File: config.mk
export PLATFORM = sky130hd
export DESIGN_NAME = fault_symptom_debouncer
export DESIGN_NICKNAME = d
export VERILOG_FILES = /design/src/design/fsd_pkg.sv /design/src/design/fault_symptom_debouncer.sv
export SDC_FILE = /design/constraint.sdc
export NUM_CORES = 1
export LEC_CHECK = 0
export ABC_AREA = 0
export BUFFER_PORTS_ARGS = -buffer_cell sky130_fd_sc_hd__buf_2
export CAP_MARGIN = 5
export CELL_PAD_IN_SITES_DETAIL_PLACEMENT = 0
export CELL_PAD_IN_SITES_GLOBAL_PLACEMENT = 2
export CORE_UTILIZATION = 47
export CTS_BUF_LIST = sky130_fd_sc_hd__clkbuf_8
export DETAILED_ROUTE_END_ITERATION = 8
export GPL_TIMING_DRIVEN = 0
export PLACE_DENSITY_LB_ADDON = 0.1
export REMOVE_ABC_BUFFERS = 1
export SETUP_SLACK_MARGIN = 0.15
export SLEW_MARGIN = 40
export SYNTH_ARGS = -nofsm -noshare
export SYNTH_HDL_FRONTEND = slang
export SYNTH_SLANG_ARGS = --single-unit
File: constraint.sdc
create_clock -name clk -period 8.34 [get_ports clk]
set_clock_uncertainty 0.05 [all_clocks]
set_input_delay 0.417 -clock clk [delete_from_list [all_inputs] [get_ports clk]]
set_output_delay 0.417 -clock clk [all_outputs]
set_load 0.01 [all_outputs]
File: src/design/fsd_pkg.sv
// Package for the fault symptom debouncer: item types, codes and defaults.
`default_nettype none
package fsd_pkg;

  // Default sizes of the fault table
  localparam int NUM_FAULTS_DEF   = 8;
  localparam int COUNTER_BITS_DEF = 16;

  // Action codes
  localparam logic [1:0] ACT_CONFIG   = 2'd0;
  localparam logic [1:0] ACT_DEBOUNCE = 2'd1;
  localparam logic [1:0] ACT_RESET    = 2'd2;
  localparam logic [1:0] ACT_MASK     = 2'd3;

  // Debounce state codes as stored and reported
  localparam logic [2:0] ST_PASS  = 3'd0;
  localparam logic [2:0] ST_SYM   = 3'd1;
  localparam logic [2:0] ST_NOSYM = 3'd2;
  localparam logic [2:0] ST_FAILU = 3'd3;
  localparam logic [2:0] ST_FAILS = 3'd4;

  typedef struct packed {
    logic [1:0]  action;
    logic [2:0]  fault_index;
    logic        symptom;
    logic [15:0] step_up;
    logic [15:0] step_down;
    logic [15:0] count_limit;
    logic [7:0]  mask_value;
  } in_item_t;

  typedef struct packed {
    logic        failing;
    logic [2:0]  fault_state;
    logic [15:0] fault_count;
    logic [7:0]  global_mask;
    logic        index_error;
  } out_item_t;

endpackage
`default_nettype wire

File: src/design/fault_symptom_debouncer.sv
// Top level of the fault symptom debouncer: fault table, debounce step, item pipeline.
//
// Usage: items enter on in_valid/in_ready/in_data and each one yields exactly one
// result item on out_valid/out_ready/out_data, in order. An item selects one of
// four actions: configure a fault entry (load step up, step down and limit, clear
// it), debounce one symptom sample, reset one fault entry, or write the global
// 8-bit fault mask. Every result reports the addressed entry's fail flag, state
// and count after the step, the global mask and an index error flag.
// Pipeline: an accepted item is latched in the input register, its table update
// and result are computed from there and land in the result register; out_valid
// is high from then on. Throughput is one item per cycle while out_ready is high,
// set by a single table read, saturating add or subtract and compare between the
// input register and the result register.
// Reset (rst_n low, synchronous): every entry goes to pass with count, steps and
// limit at zero, the mask is cleared and both pipeline registers are emptied.
// Receiver stall: the result register holds its item while out_ready is low; the
// input register still takes one more item, then in_ready drops until the
// result is taken.
`default_nettype none
module fault_symptom_debouncer #(
  parameter int NUM_FAULTS   = fsd_pkg::NUM_FAULTS_DEF,
  parameter int COUNTER_BITS = fsd_pkg::COUNTER_BITS_DEF
) (
  input  wire logic              clk,
  input  wire logic              rst_n,
  input  wire logic              in_valid,
  output logic                   in_ready,
  input  wire fsd_pkg::in_item_t in_data,
  output logic                   out_valid,
  input  wire logic              out_ready,
  output fsd_pkg::out_item_t     out_data
);
  import fsd_pkg::*;

  localparam int IDX_W = (NUM_FAULTS > 1) ? $clog2(NUM_FAULTS) : 1;
  localparam logic [3:0] NF_L = 4'(NUM_FAULTS);

  typedef logic [COUNTER_BITS-1:0] cnt_t;

  // Fault table
  cnt_t       su_r  [NUM_FAULTS];
  cnt_t       sd_r  [NUM_FAULTS];
  cnt_t       lim_r [NUM_FAULTS];
  cnt_t       cnt_r [NUM_FAULTS];
  logic [2:0] st_r  [NUM_FAULTS];
  logic [7:0] mask_r;

  // Pipeline registers
  in_item_t  s1_r;
  logic      s1_valid_r;
  out_item_t out_r;
  logic      out_valid_r;

  logic            s1_adv;
  logic            idx_ok;
  logic [IDX_W-1:0] ent;
  cnt_t            cur_cnt, lim, su, sd, up_val, dn_val;
  logic [2:0]      cur_st;
  logic [7:0]      bit_sel;
  cnt_t            cnt_nxt;
  logic [2:0]      st_nxt;
  logic [7:0]      mask_nxt;
  logic            ent_we;
  out_item_t       out_nxt;

  // Flow control
  assign s1_adv   = s1_valid_r && (!out_valid_r || out_ready);
  assign in_ready = !s1_valid_r || s1_adv;
  assign out_valid = out_valid_r;
  assign out_data  = out_r;

  // Entry read
  always_comb begin
    idx_ok  = {1'b0, s1_r.fault_index} < NF_L;
    ent     = idx_ok ? s1_r.fault_index[IDX_W-1:0] : '0;
    cur_cnt = cnt_r[ent];
    lim     = lim_r[ent];
    su      = su_r[ent];
    sd      = sd_r[ent];
    cur_st  = st_r[ent];
    bit_sel = 8'b1 << s1_r.fault_index;
  end

  // Saturating count up and down
  always_comb begin
    if (cur_cnt >= lim || (lim - cur_cnt) < su) begin
      up_val = lim;
    end else begin
      up_val = cur_cnt + su;
    end
    if (sd > cur_cnt) begin
      dn_val = '0;
    end else begin
      dn_val = cur_cnt - sd;
    end
  end

  // Action and debounce step
  always_comb begin
    cnt_nxt  = cur_cnt;
    st_nxt   = cur_st;
    mask_nxt = mask_r;
    ent_we   = 1'b0;
    case (s1_r.action)
      ACT_MASK: begin
        mask_nxt = s1_r.mask_value;
      end
      ACT_CONFIG, ACT_RESET: begin
        ent_we  = idx_ok;
        cnt_nxt = '0;
        st_nxt  = ST_PASS;
      end
      ACT_DEBOUNCE: begin
        ent_we = idx_ok;
        case (cur_st)
          ST_PASS: begin
            if (s1_r.symptom) begin
              cnt_nxt = up_val;
              if (up_val == lim) begin
                st_nxt = ST_FAILU;
                if (idx_ok) mask_nxt = mask_r | bit_sel;
              end else begin
                st_nxt = ST_SYM;
              end
            end
          end
          ST_SYM: begin
            if (!s1_r.symptom) begin
              cnt_nxt = dn_val;
              st_nxt  = ST_NOSYM;
            end else begin
              cnt_nxt = up_val;
              if (up_val == lim) begin
                st_nxt = ST_FAILU;
                if (idx_ok) mask_nxt = mask_r | bit_sel;
              end
            end
          end
          ST_NOSYM: begin
            if (s1_r.symptom) begin
              cnt_nxt = up_val;
              if (up_val == lim) begin
                st_nxt = ST_FAILU;
                if (idx_ok) mask_nxt = mask_r | bit_sel;
              end else begin
                st_nxt = ST_SYM;
              end
            end else begin
              cnt_nxt = dn_val;
            end
            // zero count returns to pass, mask bit stays
            if (cnt_nxt == '0) st_nxt = ST_PASS;
          end
          ST_FAILU, ST_FAILS: begin
            if (s1_r.symptom) begin
              cnt_nxt = up_val;
              if (idx_ok) mask_nxt = mask_r | bit_sel;
            end else begin
              cnt_nxt = dn_val;
            end
            // zero count heals the fault and clears its mask bit
            if (cnt_nxt == '0) begin
              st_nxt = ST_PASS;
              if (idx_ok) mask_nxt = mask_nxt & ~bit_sel;
            end
          end
          default: begin
            st_nxt = ST_PASS;
          end
        endcase
      end
      default: begin
        mask_nxt = mask_r;
      end
    endcase
  end

  // Result item
  always_comb begin
    out_nxt.failing     = idx_ok && (st_nxt == ST_FAILU || st_nxt == ST_FAILS);
    out_nxt.fault_state = idx_ok ? st_nxt : ST_PASS;
    out_nxt.fault_count = idx_ok ? 16'(cnt_nxt) : 16'd0;
    out_nxt.global_mask = mask_nxt;
    out_nxt.index_error = !idx_ok;
  end

  // Table and mask update
  always_ff @(posedge clk) begin
    if (!rst_n) begin
      for (int i = 0; i < NUM_FAULTS; i++) begin
        su_r[i]  <= '0;
        sd_r[i]  <= '0;
        lim_r[i] <= '0;
        cnt_r[i] <= '0;
        st_r[i]  <= ST_PASS;
      end
      mask_r <= '0;
    end else if (s1_adv) begin
      mask_r <= mask_nxt;
      if (ent_we) begin
        cnt_r[ent] <= cnt_nxt;
        st_r[ent]  <= st_nxt;
        if (s1_r.action == ACT_CONFIG) begin
          su_r[ent]  <= s1_r.step_up[COUNTER_BITS-1:0];
          sd_r[ent]  <= s1_r.step_down[COUNTER_BITS-1:0];
          lim_r[ent] <= s1_r.count_limit[COUNTER_BITS-1:0];
        end
      end
    end
  end

  // Pipeline control
  always_ff @(posedge clk) begin
    if (!rst_n) begin
      s1_valid_r  <= 1'b0;
      out_valid_r <= 1'b0;
    end else begin
      if (in_ready) s1_valid_r <= in_valid;
      if (s1_adv) begin
        out_valid_r <= 1'b1;
      end else if (out_ready) begin
        out_valid_r <= 1'b0;
      end
    end
  end

  // Pipeline payload
  always_ff @(posedge clk) begin
    if (in_ready && in_valid) s1_r <= in_data;
    if (s1_adv) out_r <= out_nxt;
  end

  // Checks
  a_idx_err_zero: assert property (@(posedge clk) disable iff (!rst_n)
    out_valid_r && out_r.index_error |->
      !out_r.failing && out_r.fault_state == ST_PASS && out_r.fault_count == 16'd0)
    else $error("index error result carries fault data");

  a_fail_flag: assert property (@(posedge clk) disable iff (!rst_n)
    out_valid_r |->
      out_r.failing == (out_r.fault_state == ST_FAILU || out_r.fault_state == ST_FAILS))
    else $error("fail flag disagrees with state");

  a_mask_write: assert property (@(posedge clk) disable iff (!rst_n)
    s1_adv && s1_r.action == ACT_MASK |=> mask_r == $past(s1_r.mask_value))
    else $error("mask write lost");

  for (genvar g = 0; g < NUM_FAULTS; g++) begin : g_chk
    a_cnt_le_lim: assert property (@(posedge clk) disable iff (!rst_n)
      cnt_r[g] <= lim_r[g])
      else $error("counter above limit");
  end

endmodule
`default_nettype wire

* Yosys cells after proc, flatten, opt, wreduce, memory -nomap -nowiden *
Memory sizes are Yosys's and may differ from the RTL's. A register that Yosys moved wholly into a read port is not among the register bits.
Index checks and enable logic that the tools add are counted.

cells by class
  bitwise operators = 3
  $add $sub $neg = 3
  multiplexer cells = 59
  equality and inequality tests = 10
  reductions and logical operators = 22
  shifts and indexed selects = 1
  magnitude comparators = 3

operators by type and width
  operator                                                           number
  16-bit two-way mux                                                 12
  16-bit case mux with 4 select lines                                1
  16-bit OR reduction                                                4
  3-bit two-way mux                                                  16
  8-bit two-way mux                                                  6
  16-bit logical NOT                                                 2
  16-bit case mux with 2 select lines                                1
  8-bit case mux with 2 select lines                                 2
  16-bit subtractor                                                  2
  1-bit two-way mux                                                  18
  16-bit adder                                                       1
  16-bit == test                                                     1
  16-bit greater-or-equal comparator                                 1
  16-bit > comparator                                                1
  16-bit less-than comparator                                        1
  3-bit case mux with 4 select lines                                 1
  3-bit by 2-bit == test with 1-bit output, second input constant    3
  3-bit OR reduction                                                 3
  8-bit bitwise AND                                                  1
  8-bit inverter                                                     1
  8-bit bitwise OR                                                   1
  1-bit by 3-bit left shift with 8-bit output, first input constant  1
  3-bit == test, second input constant                               2
  3-bit case mux with 2 select lines                                 1
  11 further kinds                                                   18

word-level totals
  output and inout port bits = 31
  bits in writable memories = 536
  bits in registers = 100
  memories kept = 5
  word-level logic and storage cells = 120
  bits of input ports = 66

memories
  name   words  bits a word  read ports  clocked after Yosys merged registers in  write ports  RTL line                       RTL
  cnt_r  8      16           1           1                                        8            fault_symptom_debouncer.sv:44  cnt_t cnt_r [NUM_FAULTS];
  lim_r  8      16           1           1                                        8            fault_symptom_debouncer.sv:43  cnt_t lim_r [NUM_FAULTS];
  sd_r   8      16           1           1                                        8            fault_symptom_debouncer.sv:42  cnt_t sd_r [NUM_FAULTS];
  su_r   8      16           1           1                                        8            fault_symptom_debouncer.sv:41  cnt_t su_r [NUM_FAULTS];
  st_r   8      3            1           1                                        8            fault_symptom_debouncer.sv:45  logic [2:0] st_r [NUM_FAULTS];

* Longest topological paths before layout *
  depth in word-level cells = 13
  mapped depth = 37
  mapped depth without buffers = 30

* Worst setup path before layout *
No wires, ideal clock.

  path kind = register to register
  start = reg with a tool-made name
  end = mem cnt_r[0][11] (netlist name), data pin
  slack = 806 ps
  path buffers = 7
  arrival = 7,208 ps
  cell stages (with the launch flop) = 35
  period minus slack after synthesis = 7,534 ps
  library setup time = 277 ps
  data required time = 8,013 ps
  cell sequence = dfxtp_1 -> buf_2 -> buf_4 -> buf_2 -> buf_4 -> buf_2 -> mux4_2 -> mux2i_1 -> inv_1 -> ha_1 -> nor2b_1 -> o21ai_0 -> a21boi_0 -> o21ai_0 -> a21oi_1 -> o21ai_0 -> a21boi_0 -> o21ai_0 -> a211oi_1 -> and2_1 -> o21ai_0 -> a221oi_1 -> ha_1 -> a21o_1 -> a21o_1 -> a21oi_1 -> o21ai_0 -> o21ai_2 -> or2_1 -> buf_2 -> clkbuf_1 -> mux2i_1 -> a21oi_1 -> o221ai_1 -> nor2_1

RTL lines
  what       RTL line
  to (decl)  fault_symptom_debouncer.sv:44

==> reports/results.txt <==
Total via count after detailed routing: 20,495
Final setup vio count: 0
Final net count: 2,655
Tightest Pin Transition: 0.871 ns
Clock latency of the later-clocked register in the worst-skew pair: 0.73 ns
Max Cap Violations: 0
Placed insts: 3,201
Layout Utilization: 0.555
Overall routed net length: 85,900 um
Crit. End Element: flop
Residual DRC count: 0
Peak per-stage delay on the critical path: 0.57 ns
Maximum number of pins on one net before global-route repair: 44
Area of the core region: 65,700 um2
Fin area: 36,500 um2
Die height: 260 um
Max clock buf depth: 3
Final period util: 0.924
CP max FO: 24
Post-Layout Cell Count: 3,478
Effective utilization at floorplan: 0.475
Total leakage power: 15.2 nW
Distinct cell type count of the synthesized netlist: 79
Final routed wire length divided by cell count: 24.7 um
Signed area change from the synthesized netlist to the final layout: 16.7%
Number of warnings printed during yosys synthesis: 0
IO Port Bufs: 95
Headroom to the max-slew limit: 0.415
First-pass detailed-route iteration total: 6
Most used DFF post-synth: edfxtp_1
Final number of max-transition violations: 0
Number of filler instances in the final layout: 5,504
Final Hold Vio Count: 0
Top-level I/O count: 97
Sequential fraction of the synthesis area: 0.610
Overall die area: 67,500 um2
Gp weighted congestion: 0.877
Min cycle time layout: 7.71 ns
Antenna-violating nets left: 0
Post-synthesis instance total: 2,296
Max Freq: 0.130 GHz
TritonCTS clock tree: yes
Vias per std cell: 5.89
Total CTS buffers: 106
Root cell of the clock tree: clkbuf_8
Total number of placement rows: 94
Cell area after synthesis: 31,300 um2
Deepest level of the CTS H-tree: 3
Type of the worst setup path: reg2reg
Iteration-0 DRC count of the detailed router: 1,608
Vias in the first global route: 20,485
Power density normalized to cell area: 218 nW/um2
Die Wd: 260 um
First-pass GRT wire length: 127,000 um
Critical Path Most Common Cell: o21ai_0
Worst hold-check path type: in2reg
Count of flip-flops with a built-in enable after synthesis: 626
Global route overflow: 0
Setup ws final: 0.633 ns
Number of clock sinks: 639
Pre-CTS setup slack: -0.695 ns
Max IR drop VDD: 0.000148 V
Proportion of netlist area held by the largest area contributor: 0.601
Critical path launch point type: flop
Clock-pin slew on the worst setup and hold paths: 0.06 ns
CP max-delay cell: mux4_2
Final Power: 7.94 mW
Async set-reset flop share out of synthesis: 0
Setup repair after global routing missed its margin: false
Status: finished, final reports clean
Dpl cell area: 33,700 um2
Fraction of layout cells with a size suffix above 1: 0.224
Dpl hpwl: 57,900 um
Avg Inst Size Synth: 13.6 um2
Cell type with the largest total area after synthesis: edfxtp_1
Initial antenna violation count: 2
Top post-synthesis cells by area: edfxtp_1 (60%), mux4_2 (9.7%), and3_1 (7.8%)
Required time at the worst-slack endpoint: 8.74 ns
Data arrival, critical path: 8.11 ns
Number of storage elements in the synthesis netlist: 639
Combined global-route utilization of all metal layers: 0.256
## logic make-up after synthesis
group,share of synthesized area
AO/OA/AOI/OAI,0.0595
adder cells (fa/ha/maj),0.0267
flip-flops,0.610
AND/OR/NAND/NOR,0.135
XOR/XNOR,0.0137
buffers and inverters,0.0318
multiplexers,0.123
other,0.000120
## state kept, by name, summed over array words and instances, names as in the netlist, named ones only
name	cells
out_valid	1
out_data	28
su_r	128
st_r	24
cnt_r	128
sd_r	128
lim_r	128
mask_r	8
s1_valid_r	1
ent	3
s1_r	59
## path summary, 6_finish.rpt
path	start	to	slack, ns	depth (start not counted)
worst max-delay path	flop	out_data[28]$_DFFE_PP_	0.63	31
worst min-delay path	rst_n	mask_r[5]$_SDFFE_PN0P_	0.13	3
worst max register to register	flop	out_data[28]$_DFFE_PP_	0.63	31
worst min register to register	s1_valid_r$_SDFFE_PN0N_	out_valid$_SDFFE_PN0P_	0.46	1
## per-layer routing
| layer | wire length (um) | up-vias | global-route usage |
|---|---|---|---|
| met1 | 37200 | 10384 | 0.354 |
| li1 | - | 9309 | - |
| met5 | 13 | - | 0 |
| met2 | 41600 | 665 | 0.416 |
| met4 | 1930 | 2 | 0.0792 |
| met3 | 5160 | 135 | 0.0423 |
## layout by cell type, fill, tap and decap left out, drive strengths merged, types with 23 or more instances in the layout
master       count
mux4           134
a21oi           81
buf            225
inv            120
clkinv          43
nand2           84
o21ai           75
dlygate4sd3     64
nor2           212
nor2b           23
xnor2           37
clkbuf         110
ha              62
and3           388
mux2i           61
edfxtp         626
## synth_stat cells, types with 5 or more instances
master / count
o31ai_1: 7
clkbuf_1: 137
mux4_2: 134
mux2_2: 18
o21a_1: 12
ha_1: 62
xor2_1: 12
nand3_1: 13
and2_1: 6
o22ai_1: 8
a211o_1: 6
nor2_1: 210
nand4_1: 12
a21o_1: 18
a211oi_1: 13
nand2_1: 83
inv_1: 78
nand2b_1: 10
buf_2: 16
o211ai_1: 17
edfxtp_1: 626
xnor2_1: 37
o21bai_1: 5
nor2b_1: 23
o21ai_1: 9
dfxtp_1: 13
o21ai_0: 65
o221ai_1: 5
nand3b_1: 5
mux2i_1: 59
buf_1: 8
and3_1: 388
or2_2: 5
nor3_1: 11
a21oi_1: 81
## worst max-delay path: cells and delay by family, from the launching register on
kind / cells / cell delay (ns)
compound gates: 14 / 3.07
xor+xnor: 1 / 0.10
fa+ha+maj: 2 / 0.63
buf+inv: 5 / 0.88
flops: 1 / 0.40
mux: 3 / 0.98
simple gates: 6 / 1.28
## per-stage QoR
stage | hold WS, ns | TNS, ns
2_1_floorplan | 0.435 | -3534.37
3_3_place_gp | 0.446 | -9638.52
3_5_place_dp | 0.459 | -17.44
4_1_cts | 0.245 | 0
5_1_grt | 0.123 | 0
6_report | 0.134 | 0
## cell type report
class / instances / area [um2] / share of cell area
antenna: 3 / 7.51 / 0.000206
clock buffer: 110 / 1510 / 0.0415
clock inverter: 85 / 408 / 0.0112
inverter: 80 / 305 / 0.00837
multi-input combinational: 1408 / 11500 / 0.316
sequential: 639 / 19100 / 0.523
tap: 864 / 1080 / 0.0296
timing repair buffer: 289 / 2580 / 0.0708
## power breakdown
group	switching, mW	internal [mW]
combinational	1.03	0.669
clock	1.27	1.26
sequential	0.0569	3.65
## repair_timing
action                     4_1_cts  5_1_grt
gates resized for setup         10        4
gates cloned                     0        0
setup buffers                    3       10
hold endpoints to repair        67        0
setup endpoints to repair      124       52
pin swaps                        0        3
hold buffers                    64        0
Power figures use the tool's default switching activity.
